`config.mk`:
```
export PLATFORM = sky130hd
export DESIGN_NAME = pru_predictor
export DESIGN_NICKNAME = d
export VERILOG_FILES = /design/src/rtl/core/assert_macros.svh /design/src/rtl/core/pru_pkg.sv /design/src/rtl/core/pru_predictor.sv
export SDC_FILE = /design/constraint.sdc
export NUM_CORES = 1
export LEC_CHECK = 0
export BUFFER_PORTS_ARGS = -buffer_cell sky130_fd_sc_hd__buf_2
export CAP_MARGIN = 20
export CORE_ASPECT_RATIO = 1.75
export CORE_UTILIZATION = 47
export DETAILED_ROUTE_END_ITERATION = 12
export GPL_ROUTABILITY_DRIVEN = 0
export PLACE_DENSITY = 0.67
export SLEW_MARGIN = 40
export SYNTH_ARGS = -nofsm -noshare
export SYNTH_HDL_FRONTEND = slang
export SYNTH_SLANG_ARGS = --single-unit
```
`constraint.sdc`:
```
create_clock -name i_clk -period 10.9 [get_ports i_clk]
set_clock_uncertainty 0.15 [all_clocks]
set_input_delay 1.09 -clock i_clk [delete_from_list [all_inputs] [get_ports i_clk]]
set_output_delay 1.09 -clock i_clk [all_outputs]
set_load 0.005 [all_outputs]
```
`src/rtl/core/assert_macros.svh`:
```
// Assertion macros, included by png_row_unfilter_top.
`ifndef ASSERT_MACROS_SVH
`define ASSERT_MACROS_SVH

// Check a property on every rising edge of i_clk while i_rst_n is high.
`define ASSERT_CLK(label, prop, msg) \
    label: assert property (@(posedge i_clk) disable iff (!i_rst_n) (prop)) else $error(msg);

// Check a property on every rising edge of i_clk, reset included.
`define ASSERT_ALWAYS(label, prop, msg) \
    label: assert property (@(posedge i_clk) (prop)) else $error(msg);

`endif

```
`src/rtl/core/pru_pkg.sv`:
```
// Package for the PNG row unfilter: sizes, codes, stage types and helper functions.
`default_nettype none
package pru_pkg;

    localparam int MAX_WIDTH   = 2048;
    localparam int MAX_BPP     = 4;
    localparam int STORE_DEPTH = MAX_WIDTH * MAX_BPP;

    localparam int BYTE_W    = 8;
    localparam int WIDTH_W   = 12;
    localparam int HEIGHT_W  = 16;
    localparam int BPP_W     = 3;
    localparam int COL_W     = $clog2(STORE_DEPTH);
    localparam int STRIDE_W  = COL_W + 1;
    localparam int PHASE_W   = (MAX_BPP > 1) ? $clog2(MAX_BPP) : 1;
    localparam int APB_AW    = 4;
    localparam int APB_DW    = 32;

    // Row filter types
    localparam logic [BYTE_W-1:0] FILT_SUB   = 8'd1;
    localparam logic [BYTE_W-1:0] FILT_UP    = 8'd2;
    localparam logic [BYTE_W-1:0] FILT_AVG   = 8'd3;
    localparam logic [BYTE_W-1:0] FILT_PAETH = 8'd4;

    // Register indexes (byte address / 4)
    localparam logic [1:0] REG_IMAGE_WIDTH  = 2'd0;
    localparam logic [1:0] REG_IMAGE_HEIGHT = 2'd1;
    localparam logic [1:0] REG_BPP          = 2'd2;

    localparam logic [WIDTH_W-1:0]  WIDTH_RST  = 12'd1;
    localparam logic [HEIGHT_W-1:0] HEIGHT_RST = 16'd1;
    localparam logic [BPP_W-1:0]    BPP_RST    = 3'd4;

    // Control carried with a sample byte into the reconstruction stage
    typedef struct packed {
        logic [BYTE_W-1:0]  filter;
        logic [PHASE_W-1:0] phase;
        logic               has_left;
        logic               first_row;
    } t_s1_ctrl;

    // col mod 3, one base-4 digit a step
    function automatic logic [1:0] mod3(input logic [COL_W-1:0] col);
        logic [COL_W:0] ext;
        logic [1:0]     acc;
        logic [2:0]     sum;
        ext = {1'b0, col};
        acc = 2'd0;
        for (int k = (COL_W + 1) / 2 - 1; k >= 0; k--) begin
            sum = {1'b0, acc} + {1'b0, ext[2*k +: 2]};
            acc = (sum >= 3'd3) ? 2'(sum - 3'd3) : sum[1:0];
        end
        return acc;
    endfunction

    // Byte phase inside a pixel: col mod bpp, bpp already in 1..4
    function automatic logic [PHASE_W-1:0] col_phase(input logic [COL_W-1:0] col,
                                                     input logic [BPP_W-1:0] bpp);
        logic [PHASE_W-1:0] ph;
        unique case (bpp)
            3'd2:    ph = PHASE_W'(col[0]);
            3'd3:    ph = PHASE_W'(mod3(col));
            3'd4:    ph = PHASE_W'(col[1:0]);
            default: ph = '0;
        endcase
        return ph;
    endfunction

endpackage
`default_nettype wire

```
`src/rtl/core/pru_predictor.sv`:
```
// Reconstruction stage: neighbor histories, sub/up/average/Paeth predictor, final add.
`default_nettype none
module pru_predictor
    import pru_pkg::*;
(
    input  wire logic              i_clk,
    input  wire logic              i_rst_n,
    input  wire logic              i_en,
    input  wire t_s1_ctrl          i_ctrl,
    input  wire logic [BYTE_W-1:0] i_raw,
    input  wire logic [BYTE_W-1:0] i_above_q,
    output logic      [BYTE_W-1:0] o_val
);

    logic [BYTE_W-1:0] r_left_hist [MAX_BPP];
    logic [BYTE_W-1:0] r_ul_hist   [MAX_BPP];

    logic [BYTE_W-1:0] left, above, upleft, pred, paeth_sel;
    logic [BYTE_W:0]   avg_sum;
    logic [BYTE_W:0]   pa, pb;
    logic [BYTE_W+1:0] ab_sum, c2, pc;

    always_comb begin
        // Zero outside the image
        left   = i_ctrl.has_left ? r_left_hist[i_ctrl.phase] : '0;
        above  = i_ctrl.first_row ? '0 : i_above_q;
        upleft = (i_ctrl.has_left && !i_ctrl.first_row) ? r_ul_hist[i_ctrl.phase] : '0;

        avg_sum = {1'b0, left} + {1'b0, above};

        pa     = (above >= upleft) ? {1'b0, above} - {1'b0, upleft}
                                   : {1'b0, upleft} - {1'b0, above};
        pb     = (left >= upleft) ? {1'b0, left} - {1'b0, upleft}
                                  : {1'b0, upleft} - {1'b0, left};
        ab_sum = {2'b0, left} + {2'b0, above};
        c2     = {1'b0, upleft, 1'b0};
        pc     = (ab_sum >= c2) ? ab_sum - c2 : c2 - ab_sum;

        priority if ({1'b0, pa} <= {1'b0, pb} && {1'b0, pa} <= pc) begin
            paeth_sel = left;
        end else if ({1'b0, pb} <= pc) begin
            paeth_sel = above;
        end else begin
            paeth_sel = upleft;
        end

        unique case (i_ctrl.filter)
            FILT_SUB:   pred = left;
            FILT_UP:    pred = above;
            FILT_AVG:   pred = avg_sum[BYTE_W:1];
            FILT_PAETH: pred = paeth_sel;
            default:    pred = '0;
        endcase

        o_val = i_raw + pred;
    end

    always_ff @(posedge i_clk) begin
        if (!i_rst_n) begin
            for (int k = 0; k < MAX_BPP; k++) begin
                r_left_hist[k] <= '0;
                r_ul_hist[k]   <= '0;
            end
        end else if (i_en) begin
            r_left_hist[i_ctrl.phase] <= o_val;
            r_ul_hist[i_ctrl.phase]   <= above;
        end
    end

endmodule
`default_nettype wire

```
==> summary.md <==
* 50 ps — CTS clk-pin slew, worst paths
* 21.6% — clock share of power
* 6317 — vias post-DR
* 6 — critical path fanouts, max
* 17.61 mm — Detailed Place HPWL
* 0 — number of inserted diodes
* 394 — drt first-iter violations
* in2reg — Hold Path Class
* 14370 um^2 — Floorplan Core Area
* 342.2 ps — crit path setup slack, layout
* 21.69 um — Routed WL per cell
* 8.959 um^2 — mean instance size in the synthesized netlist
* output pin — endpoint class of the critical path
* 6480 — vias in the first global route
* 22.26 mm — WL final
* 9660 ps — required time worst endpoint
* 0.7694 mW — internal cell power
* 22.4% — part of the power in registers
* 0 — Hold Fails Final Rpt
* 162.6 um — die extent in y
* 0 — max-capacitance violation count
* 1.301 mW — overall power consumption
* 19 — largest net degree at the start of global routing
* 27.75% — register area share after synthesis
* built — clock tree from TritonCTS
* 0.09472 GHz — highest clock rate
* sky130_fd_sc_hd__mux4_2 — highest-delay cell along the critical path
* 38 — input/output buffers
* sky130_fd_sc_hd__edfxtp_1 — dominant cell type by area after synthesis
* 76 — synth unique cells
* finished, final reports clean — result of the run
* 893 — Syn Nets
* 55.66% — end-of-flow core utilization
* r_ul_hist[1][6] — worst hold path endpoint
* 0 — Slew Limit Fails
* sky130_fd_sc_hd__edfxtp_1, sky130_fd_sc_hd__ha_1, sky130_fd_sc_hd__nor2_1, sky130_fd_sc_hd__mux4_2, sky130_fd_sc_hd__a21oi_1 — cells taking the most area after synthesis
* 6925 um^2 — Syn Std Cell Area
* 5 — length of the first detailed-routing pass in iterations
* 0.1532 mV — Max IR drop VDD
* 0 — remaining antenna violation count after routing
* 2 — maximum number of buffers from clock root to sink
* sky130_fd_sc_hd__edfxtp_1 — Synth Flop Type
* 19.86% — fraction of final layout cells sized beyond drive strength 1
* 4752 um^2 — area of the multi-input gates
* 10560 ps — minimum period implied by the final worst setup slack
* 0 — hold_buf cts
* 813.8 ps — transition at the pin with the smallest max-transition slack
* 1922 um^2 — storage element area
* 0 — residual DRC count
* 9320 ps — Crit path arrival time
* 15.48% — area growth from synthesis to layout
* -141.5 ps — setup slack at placement
* r_left_hist[3][1] — start of the worst register-to-register path
* 3 — number of stages on the worst hold path
* 1026 — final cell count without fillers
* 0 — # setup viols final
* 0 — initial antenna violation count
* 1950 ps — reg2reg setup slack
* in2out — path type of the worst setup path
* 15240 um^2 — die area
* 45.04% — relative max-transition margin
* 7998 um^2 — total non-filler cell area in the finished layout
* r_left_hist[1][7] — critical register-to-register path endpoint
* 162.7 nW/um^2 — Pwr Density
* 1096 ps — Fin Hold WS
* sky130_fd_sc_hd__nor2_1, sky130_fd_sc_hd__ha_1, sky130_fd_sc_hd__inv_1, sky130_fd_sc_hd__edfxtp_1, sky130_fd_sc_hd__a21oi_1 — synth cell count leaders
* 27.75% — portion of synthesized cell area occupied by the leading cell type
* input port — CP Launch Type
* 520 ps — longest individual stage delay on the worst path
* 96.86% — final worst path period share
* 1291 — fill count
* 0% — Async SR Flop Fraction
* 56.0% — fraction of power consumed by combinational cells
* 961 — fin nets
* 34.08 mm — wire length of the first global-routing pass
* 40.86% — net switching fraction of the power
* 40 — Worst Reg-to-Reg Cells
* 6.157 — via density per instance
* 48.20% — Initial Utilization
* 3.546 nW — leakage dissipation
* 0 ps — setup TNS
* 64 — number of flip-flops and latches in the synthesized netlist
* 0.5315 mW — switching power
* 330 ps — later-pin clock latency in the skew report
* 0 — warnings from Yosys
* 64 — number of enable-type register cells in the synthesized netlist
* 93.76 um — die width
* 7477 um^2 — cell area after placement
* 9 — CTS Buf Count
* 64 — Clock Sinks
* 999 — dpl cells
* sky130_fd_sc_hd__nor2_1 — top-count cell post-synth
* 30.17% — global routing usage summed across all routing layers
* 39 — count of pins on the block boundary
* 773 — number of instances in the synthesized netlist
* sky130_fd_sc_hd__clkbuf_16 — CTS Root Buffer Type
* 3 — H-tree lvl count
* 0 — total congestion overflow after global routing
* 58 — row cnt
* i_above_q[6] — critical hold path startpoint
-- power by group through the flow --
stage               logic (mW)  clock network (mW)  registers (mW)
finish                   0.729               0.281           0.291
CTS                      0.684               0.282           0.291
floorplan                0.483                   0           0.294
global route             0.789               0.291           0.292
global placement         0.654                   0           0.295
detailed placement       0.676                   0           0.296
-- cell type report --
type | instances | area share, %
multi-input combinational | 615 | 59.42
sequential | 64 | 24.03
timing repair buffer | 84 | 6.868
inverter | 67 | 3.145
clock buffer | 9 | 2.816
tap | 180 | 2.816
clock inverter | 7 | 0.9074
-- cells by family (layout without fill, tap and decap cells) --
group	count (synthesis)	in the layout	synth area share, %
xor+xnor	29	29	3.668
flops	64	64	27.75
compound gates	202	202	20.18
fa+ha+maj	90	90	16.77
mux	41	41	8.293
simple gates	253	253	17.89
buf+inv	94	167	5.456
-- how the worst max path moves through the flow --
stage	start	slack (ps)	cells after the start	endpoint
floorplan	i_ctrl[3]	110	44	o_val[7]
global placement	i_ctrl[2]	90	42	o_val[7]
detailed placement	i_ctrl[2]	-140	40	o_val[7]
CTS	i_ctrl[2]	30	40	o_val[7]
global route	i_ctrl[2]	-140	40	o_val[7]
finish	i_ctrl[2]	340	40	o_val[7]
-- flip-flops by register name, indices dropped and copies added, names as in the netlist --
register,cells
r_left_hist,32
r_ul_hist,32
-- layout by cell type (no fill, tap or decap), types with 13 or more instances in the layout --
cell                       synthesis  routed
sky130_fd_sc_hd__buf_4             0      43
sky130_fd_sc_hd__nor2b_1          17      16
sky130_fd_sc_hd__ha_1             84      80
sky130_fd_sc_hd__a21o_1           16      16
sky130_fd_sc_hd__buf_2             2      37
sky130_fd_sc_hd__a21oi_1          51      47
sky130_fd_sc_hd__o21ai_0          41      37
sky130_fd_sc_hd__mux2i_1          21      21
sky130_fd_sc_hd__nor2_1          100     100
sky130_fd_sc_hd__xnor2_1          17      17
sky130_fd_sc_hd__edfxtp_1         64      64
sky130_fd_sc_hd__nand2b_1         16      16
sky130_fd_sc_hd__nand2_1          47      44
sky130_fd_sc_hd__inv_1            67      67
sky130_fd_sc_hd__and2_1           13      13
-- what timing repair did --
action,4_1_cts,5_1_grt
buffers inserted,1,10
gates resized for setup,5,29
endpoints found under the hold margin,0,0
setup endpoints to repair,1,2
pin swaps,2,17
-- routing by layer --
layer / part of all wire (%) / GRT usage [%] / vias up / wire length [um]
met2: 50 / 53.42 / 302 / 11160
met3: 5.2 / 5.182 / 144 / 1155
met5: 0 / 0 / - / 0
li1: - / - / 2939 / -
met4: 11 / 28.67 / 0 / 2483
met1: 34 / 28.46 / 2932 / 7462
-- worst max-delay path, delay by kind of cell --
family                     cells  cell delay (ps)
AOI/OAI and AO/OA             18             3460
adders and majority gates      5             1420
and+or+nand+nor                8             1280
xor gates and xnor gates       4              860
muxes                          2              720
buffers and inverters          3              450
Power figures use the tool's default switching activity.
